<file path="src/design/cama_pkg.sv">
// Shared types and constants for the centered magnitude moving average.
// Used by the cell modules, the top level and the checker; depends on nothing.
package cama_pkg;

  // Configuration port geometry: one register at byte address 0.
  localparam int CFG_DATA_W = 32;
  localparam int ADDR_W     = 3;
  localparam int WLEN_W     = 6;

  localparam logic [WLEN_W-1:0] WLEN_RESET = 6'd5;

  // Register index as seen on the word-address bit of paddr.
  localparam logic REG_WINDOW = 1'b0;

  // Control of the magnitude cell row for one cycle.
  typedef struct packed {
    logic shift;
    logic clear;
  } cama_chain_ctl_t;

  // Handshake-side tag that travels with a divider beat.
  typedef struct packed {
    logic valid;
    logic last;
  } cama_beat_t;

endpackage

</file>
<file path="src/design/cama_mag_cell.sv">
// One cell of the magnitude delay row: holds one sample magnitude and its valid flag.
// Depends on cama_pkg for the row control struct.
module cama_mag_cell
  import cama_pkg::*;
#(
  parameter int MAX_WINDOW = 32,
  parameter int MAG_W      = 16,
  parameter int WIN_W      = 6,
  parameter int INDEX      = 0
) (
  input  logic                  clk,
  input  logic                  rst,
  input  cama_chain_ctl_t       ctl,
  input  logic [WIN_W-1:0]      window,
  input  logic [MAG_W-1:0]      new_mag,
  input  logic [MAG_W-1:0]      prev_mag,
  input  logic                  prev_valid,
  output logic [MAG_W-1:0]      mag,
  output logic                  valid
);

  logic head;

  // The newest sample enters at cell MAX_WINDOW - window, so it reaches the
  // end of the row after exactly window - 1 further shifts.
  assign head = ((WIN_W+1)'(INDEX) + {1'b0, window}) == (WIN_W+1)'(MAX_WINDOW);

  always_ff @(posedge clk) begin
    if (rst || ctl.clear) begin
      valid <= 1'b0;
    end else if (ctl.shift) begin
      valid <= head ? 1'b1 : prev_valid;
    end
  end

  always_ff @(posedge clk) begin
    if (ctl.shift) begin
      mag <= head ? new_mag : prev_mag;
    end
  end

endmodule

</file>
<file path="src/design/cama_div_cell.sv">
// One cell of the divider row: produces one quotient bit by restoring division.
// Depends on cama_pkg for the beat tag struct.
module cama_div_cell
  import cama_pkg::*;
#(
  parameter int N_W = 21,
  parameter int D_W = 6
) (
  input  logic            clk,
  input  logic            rst,
  input  logic            en,
  input  logic [D_W-1:0]  divisor,
  input  cama_beat_t      in_tag,
  input  logic [D_W-1:0]  in_rem,
  input  logic [N_W-1:0]  in_nq,
  output cama_beat_t      out_tag,
  output logic [D_W-1:0]  out_rem,
  output logic [N_W-1:0]  out_nq
);

  logic [D_W:0] trial;
  logic [D_W:0] diff;
  logic         fits;

  // in_nq holds the dividend bits still to come in its upper part and the
  // quotient bits found so far in its lower part.
  assign trial = {in_rem, in_nq[N_W-1]};
  assign diff  = trial - {1'b0, divisor};
  assign fits  = trial >= {1'b0, divisor};

  always_ff @(posedge clk) begin
    if (rst) begin
      out_tag.valid <= 1'b0;
    end else if (en) begin
      out_tag.valid <= in_tag.valid;
    end
    if (en) begin
      out_tag.last <= in_tag.last;
      out_rem      <= fits ? diff[D_W-1:0] : trial[D_W-1:0];
      out_nq       <= {in_nq[N_W-2:0], fits};
    end
  end

endmodule

</file>
<file path="src/design/centered_abs_moving_average_core.sv">
// Centered moving average of sample magnitudes over a configurable window.
// Pipeline: a magnitude register, the window sum stage and the divider row of one quotient
// bit per cell, whose last cell is the output register.
// Throughput: one beat per cycle while m_tready does not stall the output; after a beat with
// tlast no input is taken until that beat and its flush have passed the window sum stage.
// Reset (synchronous, rst high) empties the pipeline and the stream; window_length = 5.
module centered_abs_moving_average_core
  import cama_pkg::*;
#(
  parameter int MAX_WINDOW  = 32,
  parameter int SAMPLE_BITS = 16
) (
  input  logic                                   clk,
  input  logic                                   rst,
  // s_tdata: sample [SAMPLE_BITS-1:0], zero padding above
  input  logic                                   s_tvalid,
  output logic                                   s_tready,
  input  logic [((SAMPLE_BITS+7)/8)*8-1:0]       s_tdata,
  input  logic                                   s_tlast,
  // m_tdata: average [SAMPLE_BITS-1:0], zero padding above
  output logic                                   m_tvalid,
  input  logic                                   m_tready,
  output logic [((SAMPLE_BITS+7)/8)*8-1:0]       m_tdata,
  output logic                                   m_tlast,
  input  logic                                   psel,
  input  logic                                   penable,
  input  logic                                   pwrite,
  input  logic [ADDR_W-1:0]                      paddr,
  input  logic [CFG_DATA_W-1:0]                  pwdata,
  output logic [CFG_DATA_W-1:0]                  prdata,
  output logic                                   pready
);

  localparam int DATA_W = ((SAMPLE_BITS + 7) / 8) * 8;
  localparam int MAG_W  = SAMPLE_BITS;
  localparam int SUM_W  = SAMPLE_BITS + $clog2(MAX_WINDOW);
  localparam int WIN_W  = $clog2(MAX_WINDOW + 1);

  function automatic logic [WIN_W-1:0] clamp_window(input logic [WLEN_W-1:0] v);
    if (v == '0) begin
      return WIN_W'(1);
    end else if (32'(v) > 32'(MAX_WINDOW)) begin
      return WIN_W'(MAX_WINDOW);
    end else begin
      return WIN_W'(v);
    end
  endfunction

  // Configuration register.
  logic [WLEN_W-1:0] window_length;
  logic [WIN_W-1:0]  window;
  logic              cfg_wr;

  assign pready = 1'b1;
  assign cfg_wr = psel && penable && pwrite && (paddr[ADDR_W-1] == REG_WINDOW);
  assign prdata = (paddr[ADDR_W-1] == REG_WINDOW) ? CFG_DATA_W'(window_length) : '0;

  always_ff @(posedge clk) begin
    if (rst) begin
      window_length <= WLEN_RESET;
      window        <= clamp_window(WLEN_RESET);
    end else if (cfg_wr) begin
      window_length <= pwdata[WLEN_W-1:0];
      window        <= clamp_window(pwdata[WLEN_W-1:0]);
    end
  end

  logic [WIN_W-1:0] right;
  assign right = (window - WIN_W'(1)) >> 1;

  // Whole pipeline advances together; the last divider cell is the output register.
  cama_beat_t       div_tag [SUM_W+1];
  logic [WIN_W-1:0] div_rem [SUM_W+1];
  logic [SUM_W-1:0] div_nq  [SUM_W+1];
  logic             en;

  assign m_tvalid = div_tag[SUM_W].valid;
  assign m_tlast  = div_tag[SUM_W].last;
  assign m_tdata  = DATA_W'(div_nq[SUM_W][SAMPLE_BITS-1:0]);
  assign en       = !m_tvalid || m_tready;

  // Magnitude stage.
  logic [MAG_W-1:0] mag_in;
  logic [MAG_W-1:0] mag_r;
  logic             mag_valid;
  logic             mag_last;
  logic             flushing;
  logic             s_accept;

  assign mag_in   = s_tdata[SAMPLE_BITS-1] ? (~s_tdata[SAMPLE_BITS-1:0] + MAG_W'(1))
                                           : s_tdata[SAMPLE_BITS-1:0];
  assign s_tready = en && !flushing && !(mag_valid && mag_last);
  assign s_accept = s_tvalid && s_tready;

  always_ff @(posedge clk) begin
    if (rst) begin
      mag_valid <= 1'b0;
    end else if (en) begin
      mag_valid <= s_accept;
    end
  end

  always_ff @(posedge clk) begin
    if (s_accept) begin
      mag_r    <= mag_in;
      mag_last <= s_tlast;
    end
  end

  // Window sum stage. A flush step behaves as a zero sample entering the window.
  logic [SUM_W-1:0] sum;
  logic [SUM_W-1:0] sum_next;
  logic [WIN_W-1:0] count;
  logic [WIN_W-1:0] count_next;
  logic [WIN_W-1:0] flush_cnt;
  logic [MAG_W-1:0] step_mag;
  logic [MAG_W-1:0] leave_mag;
  logic             step;
  logic             final_step;
  logic             start_flush;
  logic             emit;
  logic             stage_valid;
  logic             stage_last;
  logic [SUM_W-1:0] stage_sum;

  logic [MAG_W-1:0] cell_mag   [MAX_WINDOW];
  logic             cell_valid [MAX_WINDOW];
  cama_chain_ctl_t  chain_ctl;

  assign step        = en && (mag_valid || flushing);
  assign step_mag    = flushing ? '0 : mag_r;
  assign final_step  = flushing ? (flush_cnt == WIN_W'(1)) : (mag_last && right == '0);
  assign start_flush = !flushing && mag_last && right != '0;
  assign leave_mag   = cell_valid[MAX_WINDOW-1] ? cell_mag[MAX_WINDOW-1] : '0;
  assign sum_next    = sum - SUM_W'(leave_mag) + SUM_W'(step_mag);
  assign count_next  = (count == WIN_W'(MAX_WINDOW)) ? count : count + WIN_W'(1);
  assign emit        = count_next > right;

  assign chain_ctl.shift = step && !final_step;
  assign chain_ctl.clear = cfg_wr || (step && final_step);

  always_ff @(posedge clk) begin
    if (rst) begin
      sum         <= '0;
      count       <= '0;
      flushing    <= 1'b0;
      flush_cnt   <= '0;
      stage_valid <= 1'b0;
    end else begin
      if (cfg_wr) begin
        sum      <= '0;
        count    <= '0;
        flushing <= 1'b0;
      end else if (step) begin
        if (final_step) begin
          sum      <= '0;
          count    <= '0;
          flushing <= 1'b0;
        end else begin
          sum   <= sum_next;
          count <= count_next;
          if (start_flush) begin
            flushing  <= 1'b1;
            flush_cnt <= right;
          end else if (flushing) begin
            flush_cnt <= flush_cnt - WIN_W'(1);
          end
        end
      end
      if (en) begin
        stage_valid <= step && emit;
      end
    end
  end

  always_ff @(posedge clk) begin
    if (en) begin
      stage_last <= final_step;
      stage_sum  <= sum_next;
    end
  end

  assign div_tag[0] = {stage_valid, stage_last};
  assign div_nq[0]  = stage_sum;
  assign div_rem[0] = '0;

  // Row of magnitude cells; the last cell holds the sample that leaves the window.
  for (genvar k = 0; k < MAX_WINDOW; k++) begin : g_mag
    logic [MAG_W-1:0] prev_mag;
    logic             prev_valid;
    if (k == 0) begin : g_first
      assign prev_mag   = '0;
      assign prev_valid = 1'b0;
    end else begin : g_rest
      assign prev_mag   = cell_mag[k-1];
      assign prev_valid = cell_valid[k-1];
    end
    cama_mag_cell #(
      .MAX_WINDOW (MAX_WINDOW),
      .MAG_W      (MAG_W),
      .WIN_W      (WIN_W),
      .INDEX      (k)
    ) u_cell (
      .clk        (clk),
      .rst        (rst),
      .ctl        (chain_ctl),
      .window     (window),
      .new_mag    (step_mag),
      .prev_mag   (prev_mag),
      .prev_valid (prev_valid),
      .mag        (cell_mag[k]),
      .valid      (cell_valid[k])
    );
  end

  // Row of divider cells, most significant quotient bit first.
  for (genvar k = 0; k < SUM_W; k++) begin : g_div
    cama_div_cell #(
      .N_W (SUM_W),
      .D_W (WIN_W)
    ) u_cell (
      .clk     (clk),
      .rst     (rst),
      .en      (en),
      .divisor (window),
      .in_tag  (div_tag[k]),
      .in_rem  (div_rem[k]),
      .in_nq   (div_nq[k]),
      .out_tag (div_tag[k+1]),
      .out_rem (div_rem[k+1]),
      .out_nq  (div_nq[k+1])
    );
  end

endmodule

</file>
<file path="config.mk">
export PLATFORM = sky130hd
export DESIGN_NAME = centered_abs_moving_average_core
export DESIGN_NICKNAME = d
export VERILOG_FILES = /design/src/design/cama_pkg.sv /design/src/design/cama_mag_cell.sv /design/src/design/cama_div_cell.sv /design/src/design/centered_abs_moving_average_core.sv
export SDC_FILE = /design/constraint.sdc
export NUM_CORES = 2
export LEC_CHECK = 0
export BUFFER_PORTS_ARGS = -buffer_cell sky130_fd_sc_hd__buf_2
export CORE_AREA = 2 2 353 355
export CTS_BUF_LIST = sky130_fd_sc_hd__clkbuf_2
export DETAILED_ROUTE_END_ITERATION = 6
export DIE_AREA = 0 0 355 357
export PLACE_DENSITY = 0.52
export SETUP_SLACK_MARGIN = 0.4
export SLEW_MARGIN = 15
export SYNTH_ARGS = -nofsm -noshare
export SYNTH_HDL_FRONTEND = slang
export SYNTH_SLANG_ARGS = --single-unit
</file>
<file path="constraint.sdc">
create_clock -name clk -period 26 [get_ports clk]
set_input_delay 5.2 -clock clk [delete_from_list [all_inputs] [get_ports clk]]
set_output_delay 5.2 -clock clk [all_outputs]
set_load 0.02 [all_outputs]
</file>
# --- Word-level counts from Yosys, hierarchy flattened ---
# Cells that the tools add are included.
totals:
  ff_bits: 1229
  latchBits: 0
  ram_bits: 0
  rom_bits: 0
  inputBits: 59
  output_inout_bits: 52
  wordCells: 406
  memories: 0
classes:
  n_addsub: 57
  multipliers: 0
  div: 0
  order_cmp: 23
  eq_ne: 34
  shift: 0
  mux: 97
  bitwise: 4
  reduce_logical: 30
ops:
  columns: ["op", "n"]
  rows:
  - ["two-way mux 16 bit", 33]
  - ["equality test 7 x 6 -> 1 bit, second input constant", 31]
  - ["two-way mux 6 bit", 26]
  - [">= comparator 7 x 6 -> 1 bit", 20]
  - ["subtractor 6 bit", 19]
  - ["adder 5 x 6 -> 7 bit, first input constant", 16]
  - ["adder 4 x 6 -> 7 bit, first input constant", 8]
  - ["two-way mux 1 bit", 36]
  - ["adder 3 x 6 -> 7 bit, first input constant", 4]
  - ["adder 21 x 16 -> 21 bit", 1]
  - ["two-way mux 21 bit", 1]
  - ["subtractor 21 x 16 -> 21 bit", 1]
  - ["adder 16 x 1 -> 16 bit, second input constant", 1]
  - ["inverter 16 bit", 1]
  - ["two-way mux 15 bit", 1]
  - ["adder 2 x 6 -> 7 bit, first input constant", 2]
  - ["logical AND 1 bit", 14]
  - ["equality test 6 bit, second input constant", 2]
  - ["zero test 6 bit", 2]
  - ["subtractor 6 x 1 -> 6 bit, second input constant", 2]
  - ["adder 1 x 6 -> 7 bit, first input constant", 1]
  - ["adder 6 x 1 -> 6 bit, second input constant", 1]
  - ["equality test 6 x 1 -> 1 bit, second input constant", 1]
  - [">= comparator 1 x 6 -> 1 bit", 1]
  - ["11 further kinds", 20]

# --- Logic depth before layout (Yosys ltp) ---
logic_depth:
  word_depth: 7
  mapped_depth: 15
  depth_no_buf: 13

# --- Cells and area by module ---
# Synthesis repeated with hierarchy kept, for this count alone.
unflattened:
  cells_unflattened: 3662
  hier_area_um2: 57874.3
by_module_without_submodules:
  columns: ["module", "instances", "cells_per_inst", "area_per_inst_um2", "seq_area_each_um2"]
  rows:
  - ["cama_div_cell", 21, 76, 1256.2, 860.8]
  - ["centered_abs_moving_average_core", 1, 628, 5632.9, 2132.0]
  - ["cama_mag_cell (g_mag[12].u_cell ...)", 5, 40, 788.3, 500.5]
  - ["cama_mag_cell (g_mag[0].u_cell ...)", 4, 40, 768.2, 500.5]
  - ["cama_mag_cell (g_mag[19].u_cell ...)", 3, 41, 779.5, 500.5]
  - ["cama_mag_cell (g_mag[14].u_cell ...)", 2, 45, 813.3, 500.5]
  - ["cama_mag_cell (g_mag[11].u_cell ...)", 2, 40, 777.0, 500.5]
  - ["cama_mag_cell (g_mag[4].u_cell ...)", 2, 40, 758.2, 500.5]
  - ["cama_mag_cell (g_mag[3].u_cell ...)", 2, 40, 757.0, 500.5]
  - ["cama_mag_cell (g_mag[22].u_cell)", 1, 149, 1500.2, 500.5]
  - ["cama_mag_cell (g_mag[10].u_cell)", 1, 45, 830.8, 500.5]
  - ["cama_mag_cell (g_mag[26].u_cell)", 1, 44, 827.0, 500.5]
  - ["cama_mag_cell (g_mag[18].u_cell)", 1, 46, 822.0, 500.5]
  - ["cama_mag_cell (g_mag[6].u_cell)", 1, 45, 819.5, 500.5]
  - ["7 more rows", null, null, null, null]

# --- Worst setup path before layout ---
# Ideal clock, no wire load.
synth_path:
  path_kind: "input port to flip-flop"
  from: "input m_tready"
  to: "register g_div[0].u_cell.out_nq[10], enable pin"
  setup_time_ns: 1.072
  arrival_time_ns: 19.403
  t_required_ns: 24.928
  setup_slack_ns: 5.525
  cell_stages: 4
  n_path_buf: 2
  path_cell_list: "nor2b_1 -> clkbuf_1 -> inv_1 -> clkbuf_1"
synth_between:
  elab_chain_len: 1
synth_rtl:
  columns: ["item", "line_no", "text"]
  rows:
  - ["from (decl)", "centered_abs_moving_average_core.sv:22", "input logic m_tready,"]
  - ["logical OR 1 bit", "centered_abs_moving_average_core.sv:80", "assign en = !m_tvalid || m_tready;"]
  - ["to (signal assigned)", "cama_div_cell.sv:40", "out_nq <= {in_nq[N_W-2:0], fits};"]
  - ["to (decl)", "cama_div_cell.sv:18", "output logic [N_W-1:0] out_nq"]
# No other way between the ends.
# A chain may end at the register's enable or synchronous reset.

# --- Final worst setup path ---
layout_path:
  from: "input m_tready"
  to: "output s_tready"
layout_between:
  elab_chain_len: 3
layout_rtl:
  columns: ["item", "line_no", "text"]
  rows:
  - ["logical OR 1 bit", "centered_abs_moving_average_core.sv:80", null]
  - ["logical AND 1 bit (2 in a row)", "centered_abs_moving_average_core.sv:92", "assign s_tready = en && !flushing && !(mag_valid && mag_last);"]
  - ["to (decl)", "centered_abs_moving_average_core.sv:17", "output logic s_tready,"]
# No other way between the ends.

==> qor.csv <==
metric;value;unit
largest net degree at the start of global routing;166;
Avg Cell Area, Syn;13.2;um2
Netlist Area Pre-Place;0.0502;mm2
Num CTS Buffers;315;
Worst-Skew Late Latency;1520;ps
arrival time at the worst endpoint;6470;ps
Final Cell Area;0.0548;mm2
clk sinks;1139;
Post-Layout Cell Count;5890;
nets;4301;
Vias/cell;5.02;
I/O pin count;111;
std cell rows;129;
Die ar.;0.127;mm2
WHS Path Cells;0;
Placed Instances;5359;
DR vias;29600;
die height;357;um
Root Driver;clkbuf_2;
Synth Area in Compound Gates;0.0803;
RSZ-0062 raised after global routing;false;
Slew Limit Fails;0;
Worst path depth;5;
PortBufs;55;
largest stage delay on the critical path;610;ps
layout cells sized above 1;0.216;
final setup margin;14330;ps
wire length per cell;17.7;um
Lkg Pwr;20.7;nW
Slew headroom;0.215;
Initial Util;0.408;
Cell variety after synth;75;
CP bufs+invs;3;
Max stage delay cell, worst path;a211oi_1;
setup tns final;0;ps
Place WS;14330;ps
kind of cell adding the most delay to the critical path;compound AO/OA/AOI/OAI gates;
Power Total;5.24;mW
Die Width;355;um
minimum clock period;11670;ps
grt total ovfl;0;
post_cts resized;0;
post-synthesis xor/xnor area fraction;0.0162;
Core Area;0.123;mm2
max-cap violations;0;
# setup viols final;0;
Routability Congestion;0.809;
final hold viol count;0;
CTS H-tree depth;5;
first-pass GRT wire length;163000;um
async set or reset register ratio after synthesis;0;
Most used DFF post-synth;edfxtp_1;
P&R area growth vs syn;9.23;%
antenna-violating nets left;0;
final core occ;0.446;
Peak VDD IR;48.5;uV
DR iter-0 viols;1993;
Synth Area in Simple Gates;0.0807;
period utilization;0.449;
P per Cell Area;95.6;mW/mm2
largest family of logic cells by synthesized area;simple AND/OR/NAND/NOR gates;
crit start category;input port;
WS Path Type;input port to output port;
Post-route DRC;0;
highest clock rate;0.0857;GHz
slew of the pin with the lowest slew margin;1180;ps
Post-CTS Setup Repair Bufs;0;
depth of the worst register-to-register path;15;
worst path cell trace;buf_2, nor2b_2, buf_4, a211oi_1, buf_2;
Mapped Cells;3796;
Seq cells post-synth;1139;
Crit path top cell by count;buf_2;
Worst-path clk slew;90;ps
total wire length;104000;um
mux contribution to synthesized area;0.0682;
CP Capture Type;output port;
WP data required;20800;ps
Synth Area in Adders;0.0558;
crit-path max FO;26;
number of synthesized flops with an enable pin;1038;
Longest Clk Path Bufs;4;
Yosys warning count;0;
number of global-route vias before repair;29400;
CTS tree;done;
# hold bufs at CTS;0;
area post-placement;0.0522;mm2
DRT Pass-1 Iters;5;
initial antenna violation count;3;
outcome;finished clean;
WHS;357;ps
Global Route Usage Sum;0.165;
min-delay worst type;register to register;
post-synthesis sequential area ratio;0.661;
detailed placement HPWL;59000;um
Worst Skew;122;ps
==> worst reg2reg max path, cell delays in order, from the launching register on <==
cell and delay (ps):
dfxtp_2 320, buf_4 580, inv_1 90, buf_4 320, ha_1 380, xor2_1 350
inv_1 230, nand3_1 170, or4_4 150, o21a_4 110, buf_4 380, clkinv_2 470
nor2_4 610, buf_4 880, buf_4 780, buf_4 940
==> layout by cell type, fill, tap and decap left out, types with 19 or more instances in the layout <==
master,synthesis,final
edfxtp_1,1038,1038
nand2_1,483,480
clkbuf_2,0,470
o21ai_0,392,392
mux2_2,265,265
inv_1,205,204
nor2_1,192,191
ha_1,168,168
a21oi_1,140,139
dfxtp_1,101,99
xnor2_1,81,81
buf_4,49,68
nor2b_1,58,56
buf_2,20,55
mux2i_1,44,44
clkinv_1,1,43
nand3_1,48,42
a21boi_0,40,40
fa_1,35,35
conb_1,2,27
nand4_1,26,26
and2_1,23,21
nor3_1,21,21
a311oi_1,19,19
==> synthesized netlist by cell type (8+ instances only) <==
cell	count	area, um2
mux2_2	265	2980
a31oi_1	11	68.8
nor2b_1	58	363
a21o_1	18	135
buf_2	20	100
dfxtp_1	101	2020
nor2_1	192	721
buf_4	49	368
a21oi_1	140	701
o211ai_1	14	105
nand3_1	48	240
o21ai_0	392	1960
nor3_1	21	105
nand2_1	483	1810
fa_1	35	701
clkbuf_1	146	548
mux2i_1	44	440
a311oi_1	19	166
xnor2_1	81	709
inv_1	205	769
ha_1	168	2100
a21boi_0	40	300
or3_1	8	50.1
nand2b_1	17	106
and2_1	23	144
nand4_1	26	163
o22ai_1	11	68.8
edfxtp_1	1038	31200
xor2_1	12	105
==> power breakdown <==
group	internal (mW)	total, mW	switching, mW
Clock	0.503	1.23	0.724
Combinational	0.528	1.21	0.684
Sequential	2.65	2.80	0.147
==> cell type report <==
type | instances | area (um2)
Antenna cell | 6 | 15.0
Clock buffer | 470 | 2350
Clock inverter | 55 | 290
Fill cell | 11600 | 68200
Inverter | 209 | 793
Multi-Input combinational cell | 2250 | 15300
Sequential cell | 1139 | 33200
Tap cell | 1637 | 2050
Timing Repair Buffer | 124 | 806
==> metal layers <==
metal / vias up / wire length, um / part of all wire / track usage
li1: 14300 / - / - / -
met1: 14400 / 47100 / 0.45 / 0.212
met2: 573 / 49400 / 0.47 / 0.268
met3: 231 / 4340 / 0.042 / 0.0348
met4: 0 / 3400 / 0.033 / 0.0761
met5: - / 0 / 0 / 0
==> state kept, by name, indices dropped and copies added (netlist names) <==
signal                count
count                     6
flush_cnt                 6
flushing                  1
g_div.u_cell.out_nq     346
g_div.u_cell.out_rem    120
g_div.u_cell.out_tag     42
g_mag.u_cell.mag        512
g_mag.u_cell.valid       32
mag_last                  1
mag_r                    16
mag_valid                 1
stage_last                1
stage_sum                21
stage_valid               1
sum                      21
window                    6
window_length             6
==> final timing paths <==
path | from | to | slack (ps)
max reg2reg | window[1]$_SDFFE_PP0P_ | g_mag[2].u_cell.mag[2]$_DFFE_PP_ | 18710
max | m_tready | s_tready | 14330
min | g_div[4].u_cell.out_nq[11]$_DFFE_PN_ | g_div[5].u_cell.out_nq[12]$_DFFE_PN_ | 360
min reg2reg | g_div[4].u_cell.out_nq[11]$_DFFE_PN_ | g_div[5].u_cell.out_nq[12]$_DFFE_PN_ | 360
==> logic make-up (layout without fill, tap and decap cells) <==
logic type | after synthesis | count (layout)
buffers and inverters | 432 | 858
AOI/OAI and AO/OA | 702 | 702
adders and majority gates | 203 | 203
xor gates and xnor gates | 93 | 93
other | 2 | 33
muxes | 309 | 309
and+or+nand+nor | 916 | 916
DFF | 1139 | 1139
No activity file was read; power rests on OpenSTA's default activity.
